File: config.mk
export PLATFORM = sky130hd
export DESIGN_NAME = block_buffer_cache_lru
export DESIGN_NICKNAME = d
export VERILOG_FILES = /design/src/hdl/bbc_pkg.sv /design/src/hdl/block_buffer_cache_lru.sv
export SDC_FILE = /design/constraint.sdc
export NUM_CORES = 2
export LEC_CHECK = 0
export BUFFER_PORTS_ARGS = -buffer_cell sky130_fd_sc_hd__clkbuf_2
export CAP_MARGIN = 20
export CELL_PAD_IN_SITES_DETAIL_PLACEMENT = 0
export CELL_PAD_IN_SITES_GLOBAL_PLACEMENT = 2
export CORE_MARGIN = 5
export CORE_UTILIZATION = 51
export DETAILED_ROUTE_END_ITERATION = 7
export GPL_ROUTABILITY_DRIVEN = 0
export PLACE_DENSITY = 0.94
export SYNTH_ARGS = -nofsm -noshare
export SYNTH_HDL_FRONTEND = slang
export SYNTH_SLANG_ARGS = --single-unit
File: constraint.sdc
create_clock -name clk -period 19.9 [get_ports clk]
set_input_delay 3.98 -clock clk [delete_from_list [all_inputs] [get_ports clk]]
set_output_delay 3.98 -clock clk [all_outputs]
set_load 0.03 [all_outputs]
File: src/hdl/bbc_pkg.sv
// Package for the block buffer cache tag and replacement manager.
// Holds the slot record type, command and result codes and link constants.
// No dependencies.
`default_nettype none

package bbc_pkg;

  localparam logic [1:0] CMD_GET   = 2'd0;
  localparam logic [1:0] CMD_REL   = 2'd1;
  localparam logic [1:0] CMD_MARK  = 2'd2;
  localparam logic [1:0] CMD_FLUSH = 2'd3;

  localparam logic [1:0] K_GRANT = 2'd0;
  localparam logic [1:0] K_WB    = 2'd1;
  localparam logic [1:0] K_READ  = 2'd2;
  localparam logic [1:0] K_NOBUF = 2'd3;

  localparam logic [6:0]  NO_LINK   = 7'd127;
  localparam logic [31:0] EMPTY_TAG = 32'hffff_ffff;
  localparam logic [7:0]  CNT_MAX   = 8'hff;

  typedef struct packed {
    logic [31:0] blk;
    logic [7:0]  dev;
    logic [7:0]  cnt;
    logic        dirty;
  } rec_t;

  localparam rec_t REC_RESET = '{blk: EMPTY_TAG, dev: 8'd0, cnt: 8'd0, dirty: 1'b0};

endpackage

`default_nettype wire

File: src/hdl/block_buffer_cache_lru.sv
// Block buffer cache tag and replacement manager: associative lookup, LRU list
// of unused slots held in slot, next and prev memories. Depends on bbc_pkg.
// A get runs a sequential tag scan, one memory read per cycle; a flush reads
// each slot in turn on the shared read port. Get, release and flush can be held
// by output stalls. One item at a time. Sync reset: slots empty, list in slot
// order; no clearing pass, per-slot valid bits stand in for the reset contents.
`default_nettype none

module block_buffer_cache_lru #(
  parameter int NUM_BUFFERS = 32
) (
  input  wire logic        clk,
  input  wire logic        rst,
  input  wire logic        req_valid,
  output logic             req_stall,
  input  wire logic [1:0]  cmd,
  input  wire logic [7:0]  dev,
  input  wire logic [31:0] block,
  input  wire logic [5:0]  buf_index,
  input  wire logic        keep_longer,
  output logic             rsp_valid,
  input  wire logic        rsp_stall,
  output logic [1:0]       kind,
  output logic [5:0]       slot,
  output logic [7:0]       event_dev,
  output logic [31:0]      event_block,
  output logic             hit,
  output logic             last
);
  import bbc_pkg::*;

  localparam int SW = $clog2(NUM_BUFFERS);
  localparam int CW = $clog2(NUM_BUFFERS + 1);
  localparam logic [6:0] NB = 7'(NUM_BUFFERS);
  localparam logic [SW-1:0] LAST_SLOT = SW'(NUM_BUFFERS - 1);

  typedef enum logic [18:0] {
    S_IDLE  = 19'h00001,
    S_SCAN  = 19'h00002,
    S_LRD   = 19'h00004,
    S_LA    = 19'h00008,
    S_LB    = 19'h00010,
    S_WB    = 19'h00020,
    S_UL1   = 19'h00040,
    S_UL2   = 19'h00080,
    S_READ  = 19'h00100,
    S_GRANT = 19'h00200,
    S_NOBUF = 19'h00400,
    S_REL   = 19'h00800,
    S_LK1   = 19'h01000,
    S_LK2   = 19'h02000,
    S_RWB   = 19'h04000,
    S_MARK  = 19'h08000,
    S_FRD   = 19'h10000,
    S_FCHK  = 19'h20000,
    S_FEND  = 19'h40000
  } state_t;

  rec_t       rec_mem [NUM_BUFFERS];
  logic [6:0] nxt_mem [NUM_BUFFERS];
  logic [6:0] prv_mem [NUM_BUFFERS];
  logic [NUM_BUFFERS-1:0] rec_vld, nxt_vld, prv_vld;

  state_t state, state_next;
  logic [CW-1:0] cnt, cnt_next;
  logic pend, pend_next;
  logic [SW-1:0] cur_slot, cur_slot_next;
  rec_t cur, cur_next;
  logic [6:0] lnk_n, lnk_n_next, lnk_p, lnk_p_next;
  logic wb, wb_next, miss, miss_next;
  logic [6:0] head, head_next, tail, tail_next;
  logic hold_vld, hold_vld_next;
  logic [SW-1:0] hold_slot, hold_slot_next;
  logic [7:0] hold_dev, hold_dev_next;
  logic [31:0] hold_blk, hold_blk_next;
  logic [7:0] dev_q;
  logic [31:0] blk_q;
  logic keep_q;

  logic [SW-1:0] ra, rd_slot;
  rec_t rec_raw, rd_rec;
  logic [6:0] nxt_raw, prv_raw, rd_next, rd_prev;
  logic rd_rvld, rd_nvld, rd_pvld;

  logic rec_we, nxt_we, prv_we;
  logic [SW-1:0] rec_wa, nxt_wa, prv_wa;
  rec_t rec_wd;
  logic [6:0] nxt_wd, prv_wd;

  logic emit, out_free, e_hit, e_last;
  logic [1:0] e_kind;
  logic [SW-1:0] e_slot;
  logic [7:0] e_dev;
  logic [31:0] e_blk;
  logic accept, in_range, match;
  logic [6:0] s7;

  assign req_stall = (state != S_IDLE);
  assign accept = req_valid && !req_stall;
  assign out_free = !rsp_valid || !rsp_stall;
  assign in_range = (7'(buf_index) < NB);
  assign s7 = 7'(cur_slot);

  assign rd_rec = rd_rvld ? rec_raw : REC_RESET;
  assign rd_next = rd_nvld ? nxt_raw : ((rd_slot == LAST_SLOT) ? NO_LINK : 7'(rd_slot) + 7'd1);
  assign rd_prev = rd_pvld ? prv_raw : ((rd_slot == '0) ? NO_LINK : 7'(rd_slot) - 7'd1);
  assign match = (rd_rec.blk != EMPTY_TAG) && (rd_rec.blk == blk_q) && (rd_rec.dev == dev_q);

  always_comb begin
    state_next = state;
    cnt_next = cnt;
    pend_next = 1'b0;
    cur_slot_next = cur_slot;
    cur_next = cur;
    lnk_n_next = lnk_n;
    lnk_p_next = lnk_p;
    wb_next = wb;
    miss_next = miss;
    head_next = head;
    tail_next = tail;
    hold_vld_next = hold_vld;
    hold_slot_next = hold_slot;
    hold_dev_next = hold_dev;
    hold_blk_next = hold_blk;
    ra = cur_slot;
    rec_we = 1'b0;
    rec_wa = cur_slot;
    rec_wd = cur;
    nxt_we = 1'b0;
    nxt_wa = cur_slot;
    nxt_wd = NO_LINK;
    prv_we = 1'b0;
    prv_wa = cur_slot;
    prv_wd = NO_LINK;
    emit = 1'b0;
    e_kind = K_WB;
    e_slot = cur_slot;
    e_dev = cur.dev;
    e_blk = cur.blk;
    e_hit = 1'b0;
    e_last = 1'b0;
    case (state)
      S_IDLE: begin
        ra = buf_index[SW-1:0];
        if (req_valid) begin
          cur_slot_next = buf_index[SW-1:0];
          case (cmd)
            CMD_GET: begin
              cnt_next = '0;
              state_next = S_SCAN;
            end
            CMD_REL: if (in_range) state_next = S_REL;
            CMD_MARK: if (in_range) state_next = S_MARK;
            default: begin
              cnt_next = '0;
              hold_vld_next = 1'b0;
              state_next = S_FRD;
            end
          endcase
        end
      end
      S_SCAN: begin
        ra = cnt[SW-1:0];
        cnt_next = cnt + CW'(1);
        pend_next = 1'b1;
        if (pend) begin
          if (match) begin
            cur_slot_next = rd_slot;
            miss_next = 1'b0;
            state_next = S_LRD;
          end else if (rd_slot == LAST_SLOT) begin
            if (head < NB) begin
              cur_slot_next = head[SW-1:0];
              miss_next = 1'b1;
              state_next = S_LRD;
            end else begin
              state_next = S_NOBUF;
            end
          end
        end
      end
      S_LRD: state_next = S_LA;
      S_LA: begin
        cur_next = rd_rec;
        lnk_n_next = rd_next;
        lnk_p_next = rd_prev;
        state_next = S_LB;
      end
      S_LB: begin
        rec_we = 1'b1;
        if (miss) begin
          rec_wd = '{blk: blk_q, dev: dev_q, cnt: 8'd1, dirty: 1'b0};
          wb_next = cur.dirty;
          state_next = S_WB;
        end else if (cur.cnt != 8'd0) begin
          rec_wd.cnt = (cur.cnt == CNT_MAX) ? CNT_MAX : cur.cnt + 8'd1;
          state_next = S_GRANT;
        end else begin
          rec_wd.cnt = 8'd1;
          rec_wd.dirty = 1'b0;
          wb_next = cur.dirty;
          state_next = S_WB;
        end
      end
      S_WB: begin
        if (!wb) begin
          state_next = S_UL1;
        end else if (out_free) begin
          emit = 1'b1;
          state_next = S_UL1;
        end
      end
      S_UL1: begin
        if (lnk_p < NB) begin
          nxt_we = 1'b1;
          nxt_wa = lnk_p[SW-1:0];
          nxt_wd = lnk_n;
        end else begin
          head_next = lnk_n;
        end
        if (lnk_n < NB) begin
          prv_we = 1'b1;
          prv_wa = lnk_n[SW-1:0];
          prv_wd = lnk_p;
        end else begin
          tail_next = lnk_p;
        end
        state_next = S_UL2;
      end
      S_UL2: begin
        nxt_we = 1'b1;
        prv_we = 1'b1;
        state_next = miss ? S_READ : S_GRANT;
      end
      S_READ: begin
        e_kind = K_READ;
        e_dev = dev_q;
        e_blk = blk_q;
        if (out_free) begin
          emit = 1'b1;
          state_next = S_GRANT;
        end
      end
      S_GRANT: begin
        e_kind = K_GRANT;
        e_dev = dev_q;
        e_blk = blk_q;
        e_hit = !miss;
        e_last = 1'b1;
        if (out_free) begin
          emit = 1'b1;
          state_next = S_IDLE;
        end
      end
      S_NOBUF: begin
        e_kind = K_NOBUF;
        e_slot = '0;
        e_dev = dev_q;
        e_blk = blk_q;
        e_last = 1'b1;
        if (out_free) begin
          emit = 1'b1;
          state_next = S_IDLE;
        end
      end
      S_REL: begin
        cur_next = rd_rec;
        rec_wd = rd_rec;
        if (rd_rec.cnt == 8'd0) begin
          state_next = S_IDLE;
        end else if (rd_rec.cnt != 8'd1) begin
          rec_we = 1'b1;
          rec_wd.cnt = rd_rec.cnt - 8'd1;
          state_next = S_IDLE;
        end else begin
          rec_we = 1'b1;
          rec_wd.cnt = 8'd0;
          rec_wd.dirty = 1'b0;
          state_next = S_LK1;
        end
      end
      S_LK1: begin
        nxt_we = 1'b1;
        nxt_wd = keep_q ? NO_LINK : head;
        prv_we = 1'b1;
        prv_wd = keep_q ? tail : NO_LINK;
        state_next = S_LK2;
      end
      S_LK2: begin
        if (keep_q) begin
          if (tail < NB) begin
            nxt_we = 1'b1;
            nxt_wa = tail[SW-1:0];
            nxt_wd = s7;
          end else begin
            head_next = s7;
          end
          tail_next = s7;
        end else begin
          if (head < NB) begin
            prv_we = 1'b1;
            prv_wa = head[SW-1:0];
            prv_wd = s7;
          end else begin
            tail_next = s7;
          end
          head_next = s7;
        end
        state_next = S_RWB;
      end
      S_RWB: begin
        e_last = 1'b1;
        if (out_free) begin
          emit = 1'b1;
          state_next = S_IDLE;
        end
      end
      S_MARK: begin
        rec_we = 1'b1;
        rec_wd = rd_rec;
        rec_wd.dirty = 1'b1;
        state_next = S_IDLE;
      end
      S_FRD: begin
        ra = cnt[SW-1:0];
        state_next = S_FCHK;
      end
      S_FCHK: begin
        ra = cnt[SW-1:0];
        e_slot = hold_slot;
        e_dev = hold_dev;
        e_blk = hold_blk;
        if (rd_rec.dev == dev_q && rd_rec.dirty) begin
          if (!hold_vld || out_free) begin
            emit = hold_vld;
            hold_vld_next = 1'b1;
            hold_slot_next = rd_slot;
            hold_dev_next = rd_rec.dev;
            hold_blk_next = rd_rec.blk;
            rec_we = 1'b1;
            rec_wa = rd_slot;
            rec_wd = rd_rec;
            rec_wd.dirty = 1'b0;
            cnt_next = cnt + CW'(1);
            state_next = (cnt[SW-1:0] == LAST_SLOT) ? S_FEND : S_FRD;
          end
        end else begin
          cnt_next = cnt + CW'(1);
          state_next = (cnt[SW-1:0] == LAST_SLOT) ? S_FEND : S_FRD;
        end
      end
      S_FEND: begin
        e_slot = hold_slot;
        e_dev = hold_dev;
        e_blk = hold_blk;
        e_last = 1'b1;
        if (!hold_vld) begin
          state_next = S_IDLE;
        end else if (out_free) begin
          emit = 1'b1;
          state_next = S_IDLE;
        end
      end
      default: state_next = S_IDLE;
    endcase
  end

  always_ff @(posedge clk) begin
    if (rec_we) rec_mem[rec_wa] <= rec_wd;
    if (nxt_we) nxt_mem[nxt_wa] <= nxt_wd;
    if (prv_we) prv_mem[prv_wa] <= prv_wd;
    rec_raw <= rec_mem[ra];
    nxt_raw <= nxt_mem[ra];
    prv_raw <= prv_mem[ra];
    rd_rvld <= rec_vld[ra];
    rd_nvld <= nxt_vld[ra];
    rd_pvld <= prv_vld[ra];
    rd_slot <= ra;
  end

  always_ff @(posedge clk) begin
    if (rst) begin
      rec_vld <= '0;
      nxt_vld <= '0;
      prv_vld <= '0;
    end else begin
      if (rec_we) rec_vld[rec_wa] <= 1'b1;
      if (nxt_we) nxt_vld[nxt_wa] <= 1'b1;
      if (prv_we) prv_vld[prv_wa] <= 1'b1;
    end
  end

  always_ff @(posedge clk) begin
    if (rst) begin
      state <= S_IDLE;
      pend <= 1'b0;
      hold_vld <= 1'b0;
      head <= 7'd0;
      tail <= 7'(NUM_BUFFERS - 1);
      rsp_valid <= 1'b0;
    end else begin
      state <= state_next;
      pend <= pend_next;
      hold_vld <= hold_vld_next;
      head <= head_next;
      tail <= tail_next;
      if (emit) rsp_valid <= 1'b1;
      else if (!rsp_stall) rsp_valid <= 1'b0;
    end
  end

  always_ff @(posedge clk) begin
    cnt <= cnt_next;
    cur_slot <= cur_slot_next;
    cur <= cur_next;
    lnk_n <= lnk_n_next;
    lnk_p <= lnk_p_next;
    wb <= wb_next;
    miss <= miss_next;
    hold_slot <= hold_slot_next;
    hold_dev <= hold_dev_next;
    hold_blk <= hold_blk_next;
    if (accept) begin
      dev_q <= dev;
      blk_q <= block;
      keep_q <= keep_longer;
    end
    if (emit) begin
      kind <= e_kind;
      slot <= 6'(e_slot);
      event_dev <= e_dev;
      event_block <= e_blk;
      hit <= e_hit;
      last <= e_last;
    end
  end

endmodule

`default_nettype wire
==> summary.txt <==
FINISH
----------------------------------------------------------------------------------------
Fraction of layout instances using a drive strength above 1                       14.99%
Fillers                                                                            13740
Synth-to-layout area growth                                                       12.75%
Total number of nets in the final design                                            6228
Register Area                                                                 70910 um^2
Combined area of the multi-input logic cells                                  23520 um^2

CLOCK TREE
----------------------------------------------------------------------------------------
TritonCTS clock tree                                                                 yes
Cell at the root of the clock tree                                          sky130_fd_sc_hd__clkbuf_16
Hold buffer count at cts                                                               0
Cts bufs inserted                                                                    231
Clock latency at the later pin of the worst-skew pair                            0.91 ns
CTS H-tree lvls                                                                        4
Number of instances resized during post-cts repair                                     0
Clk pin slew, worst setup/hold paths                                             0.06 ns
Maximum buffer depth of the clock tree                                                 3
Post CTS Setup Buffer Count                                                            0
Count of clock tree sinks                                                           2429

TIMING
----------------------------------------------------------------------------------------
Unrepaired setup endpoints after global routing                                       no
Count of final hold-check violations                                                   0
Worst clock skew on the final layout                                           0.1124 ns
Hold WS                                                                        0.4637 ns
Min Tclk post-route                                                             7.807 ns
Number of max-slew violations in the final report                                      0
Pin slew with the least headroom to its limit                                   1.186 ns
Summed negative setup slack over all endpoints                                      0 ns
Period utilisation layout                                                         39.23%
Worst slew margin relative to its limit                                           20.91%
Final Setup Violations                                                                 0
Highest clock frequency the design can meet                                   0.1281 GHz

FLOORPLAN
----------------------------------------------------------------------------------------
Core area                                                                    187200 um^2
Die boundary width                                                              443.0 um
Die height                                                                      443.0 um
Initial Utilization                                                               51.07%
Area of the die                                                              196200 um^2
Io pins                                                                              105
Total number of placement rows                                                       159

GRT
----------------------------------------------------------------------------------------
Total global-route track usage                                                    26.91%
Largest net degree at the start of global routing                                    140
Antenna violations before repair                                                       4
GR Overflow Total                                                                      0
Global-route wire length before repair                                         388200 um
Number of global-route vias before repair                                          55420

PWR
----------------------------------------------------------------------------------------
Cell internal pwr                                                               9.903 mW
Total power                                                                     14.82 mW
Relative contribution of sequential cells to total power                           40.4%
Switching part of the total power                                                 33.17%
LEAKAGE                                                                         36.63 nW
P_sw                                                                            4.915 mW
Combinational fraction of design power                                             28.7%
Clock network fraction of total power                                              30.9%
VDD IR max                                                                     0.1823 mV
Areal power density over the cells                                          137.5 nW/um^2

DETAILED ROUTING
----------------------------------------------------------------------------------------
Number of detailed-route iterations in the first pass                                  8
DR DRC count                                                                           0
Total detailed-routing wirelength                                              270000 um
DRT iter0 DRCs                                                                      8204
WL/cell                                                                         30.45 um
Overall via count from detail_route                                                57370
Number of routed nets with antenna violations                                          0
Vias per inst                                                                      6.470

CRITICAL PATH
----------------------------------------------------------------------------------------
Worst-path maximum fanout                                                             48
Combined buffer and inverter count along the critical path                             3
Critical path capture point type                                                    flop
Reg2reg start                                                                  state[12]
Terminus of the critical flop-to-flop path                                  rec_mem[24][11]
Delay of the slowest cell on the worst path                                      1.07 ns
Number of cells on the worst reg-to-reg path                                           9
Cell type group with the largest total delay on the critical path           simple AND/OR/NAND/NOR gates
Crit start category                                                            input pin
Worst setup path class                                                      input pin to flop
Critical path data required time                                                20.33 ns
Sequence of cells on the critical path                                      clkbuf_2 -> and3_1 -> nor4_4 -> buf_4 -> or3_1 -> nand2b_1 -> nor2_4 -> buf_4
Worst path slowest cell                                                     sky130_fd_sc_hd__nor2_4
Most numerous cell on the critical path                                     sky130_fd_sc_hd__buf_4
Critical Path AT                                                                 8.24 ns
Worst reg2reg setup slack                                                       13.06 ns

PLACED DESIGN
----------------------------------------------------------------------------------------
Port bufs                                                                            103
Total half-perimeter wirelength after legalization and detailed placement      146500 um

RUN
----------------------------------------------------------------------------------------
Max Cap Viol                                                                           0

WORST HOLD PATH
----------------------------------------------------------------------------------------
Worst min-delay path endpoint                                                    tail[6]
Startpoint of the tightest hold check path                                       tail[6]
Type of the most critical hold path                                         flop to flop
Number of instances on the worst hold path                                             2

SYNTHESIS
----------------------------------------------------------------------------------------
Post-Syn Instances                                                                  6007
Synth async-reset ratio                                                               0%
Dominant synthesized flop cell                                              sky130_fd_sc_hd__edfxtp_1
Post-synthesis area per instance                                              15.92 um^2
Post-synthesis cell type count                                                        80
Net Count, Synth                                                                    6074
Post-synthesis sequential element count                                             2429
Number of enable-type register cells in the synthesized netlist                     2226
Sequential area share after synthesis                                             74.17%
Synth Cell Area                                                               95610 um^2
Warnings from Yosys                                                                    0

STATUS
----------------------------------------------------------------------------------------
Status                                                                      finished, final reports clean

-- layout by cell type (no fill, tap or decap), drive strengths merged, types with 30 or more instances in the layout --
| cell | n |
|---|---|
| inv | 40 |
| a21oi | 224 |
| nor2 | 355 |
| nor4 | 79 |
| mux4 | 236 |
| edfxtp | 2226 |
| mux2i | 291 |
| clkbuf | 401 |
| a221oi | 68 |
| clkinv | 103 |
| a22oi | 169 |
| and2 | 30 |
| bufinv | 33 |
| o211ai | 67 |
| o2bb2ai | 59 |
| nand3 | 234 |
| buf | 140 |
| nand2 | 672 |
| o221ai | 59 |
| o21ai | 95 |
| and3 | 86 |
| nor3 | 94 |
| dfxtp | 203 |
| nand2b | 56 |
| nand4 | 32 |
-- cell families (layout without fill, tap and decap cells) --
kind of cell	after synthesis	in the layout	synth area share (%)
multiplexers	533	533	8.677
AND/OR/NAND/NOR	1744	1744	8.453
adder cells (fa/ha/maj)	14	14	0.1832
AO/OA/AOI/OAI	889	889	6.546
buffers and inverters	366	728	1.688
flip-flops	2429	2429	74.17
other	1	4	0.003922
XOR/XNOR	31	31	0.2840
-- power groups by stage --
stage	combinational, mW	clock (mW)	sequential, mW
2_1_floorplan	2.95	0	5.94
3_3_place_gp	4.12	0	6.09
3_5_place_dp	4.16	0	6.09
4_1_cts	4.19	4.61	5.98
5_1_grt	4.50	4.84	5.99
6_report	4.25	4.58	5.99
-- through the flow --
step | cells | setup slack, ns | util [%] | cell area (um^2)
2_1_floorplan | 6007 | 9.800 | - | 95610
3_3_place_gp | 8391 | 11.37 | 52.96 | 99140
3_5_place_dp | 8396 | 11.36 | 53.00 | 99210
4_1_cts | 8837 | 12.25 | 57.28 | 107200
5_1_grt | 8866 | 12.01 | 57.58 | 107800
6_report | 8867 | 12.09 | 57.58 | 107800
-- synthesized netlist by cell type, types with 15 or more instances --
library cell                count  area [um^2]
sky130_fd_sc_hd__and2_1        25        156.4
sky130_fd_sc_hd__a21oi_1      224         1121
sky130_fd_sc_hd__mux4_2       236         5315
sky130_fd_sc_hd__and3_1        86        538.0
sky130_fd_sc_hd__nor3_1        94        470.5
sky130_fd_sc_hd__inv_1         32        120.1
sky130_fd_sc_hd__nor2b_1       23        143.9
sky130_fd_sc_hd__o221ai_1      59        516.8
sky130_fd_sc_hd__buf_1         21        78.83
sky130_fd_sc_hd__buf_4         21        157.7
sky130_fd_sc_hd__o211ai_1      67        503.0
sky130_fd_sc_hd__buf_2         63        315.3
sky130_fd_sc_hd__nand2b_1      56        350.3
sky130_fd_sc_hd__xnor2_1       16        140.1
sky130_fd_sc_hd__a31oi_1       25        156.4
sky130_fd_sc_hd__or3_1         15        93.84
sky130_fd_sc_hd__dfxtp_1      203         4064
sky130_fd_sc_hd__o22ai_1       15        93.84
sky130_fd_sc_hd__edfxtp_1    2226        66840
sky130_fd_sc_hd__nand2_1      672         2522
sky130_fd_sc_hd__nor4_1        74        462.9
sky130_fd_sc_hd__a22oi_1      168         1261
sky130_fd_sc_hd__o2bb2ai_1     59        516.8
sky130_fd_sc_hd__a221oi_1      56        490.5
sky130_fd_sc_hd__a22o_1        18        157.7
sky130_fd_sc_hd__nand4_1       32        200.2
sky130_fd_sc_hd__nand3_1      234         1171
sky130_fd_sc_hd__o21ai_0       91        455.4
sky130_fd_sc_hd__clkbuf_1     213        799.5
sky130_fd_sc_hd__xor2_1        15        131.4
sky130_fd_sc_hd__mux2i_1      291         2913
sky130_fd_sc_hd__nor2_1       354         1329
-- worst reg2reg max path, delay by kind of cell, from the launching register on --
| kind | cells | cell delay [ns] |
|---|---|---|
| flip-flops | 1 | 0.41 |
| buffers and inverters | 2 | 1.52 |
| AND/OR/NAND/NOR | 7 | 4.44 |
-- sequential cells by signal (all words and copies together), names as in the netlist, 49 cells and up --
| register | count |
|---|---|
| prv_mem | 224 |
| cur | 49 |
| rec_mem | 1568 |
| nxt_mem | 224 |
| rec_raw | 49 |
-- how the worst max path moves through the flow --
stage / startpoint / slack, ns / cells past startpoint / end
2_1_floorplan: rsp_stall / 9.80 / 8 / rec_mem[24][0]
3_3_place_gp: buf_index[0] / 11.37 / 12 / rec_raw[44]
3_5_place_dp: buf_index[0] / 11.36 / 10 / rec_raw[47]
4_1_cts: rsp_stall / 12.25 / 8 / rec_mem[24][11]
5_1_grt: buf_index[0] / 12.01 / 12 / rec_raw[44]
6_report: rsp_stall / 12.09 / 8 / rec_mem[24][11]
-- cell type report --
class | count | share of cell area [%]
flip-flops and latches | 2429 | 65.78
multi-input cells | 3212 | 21.82
clock buffers | 291 | 5.732
well taps | 2495 | 2.896
repair buffers | 250 | 1.920
clock inverters | 150 | 1.702
inverters | 37 | 0.1451
diodes | 3 | 0.006964
-- per-layer routing --
layer | up-vias | share of wire [%] | track usage (%)
met4 | 0 | 3.8 | 9.736
met3 | 550 | 12 | 5.616
met5 | - | 0 | 0
met2 | 3777 | 47 | 42.21
met1 | 29080 | 38 | 37.69
li1 | 23960 | - | -
Note: power is estimated with default switching activity, not from simulation.
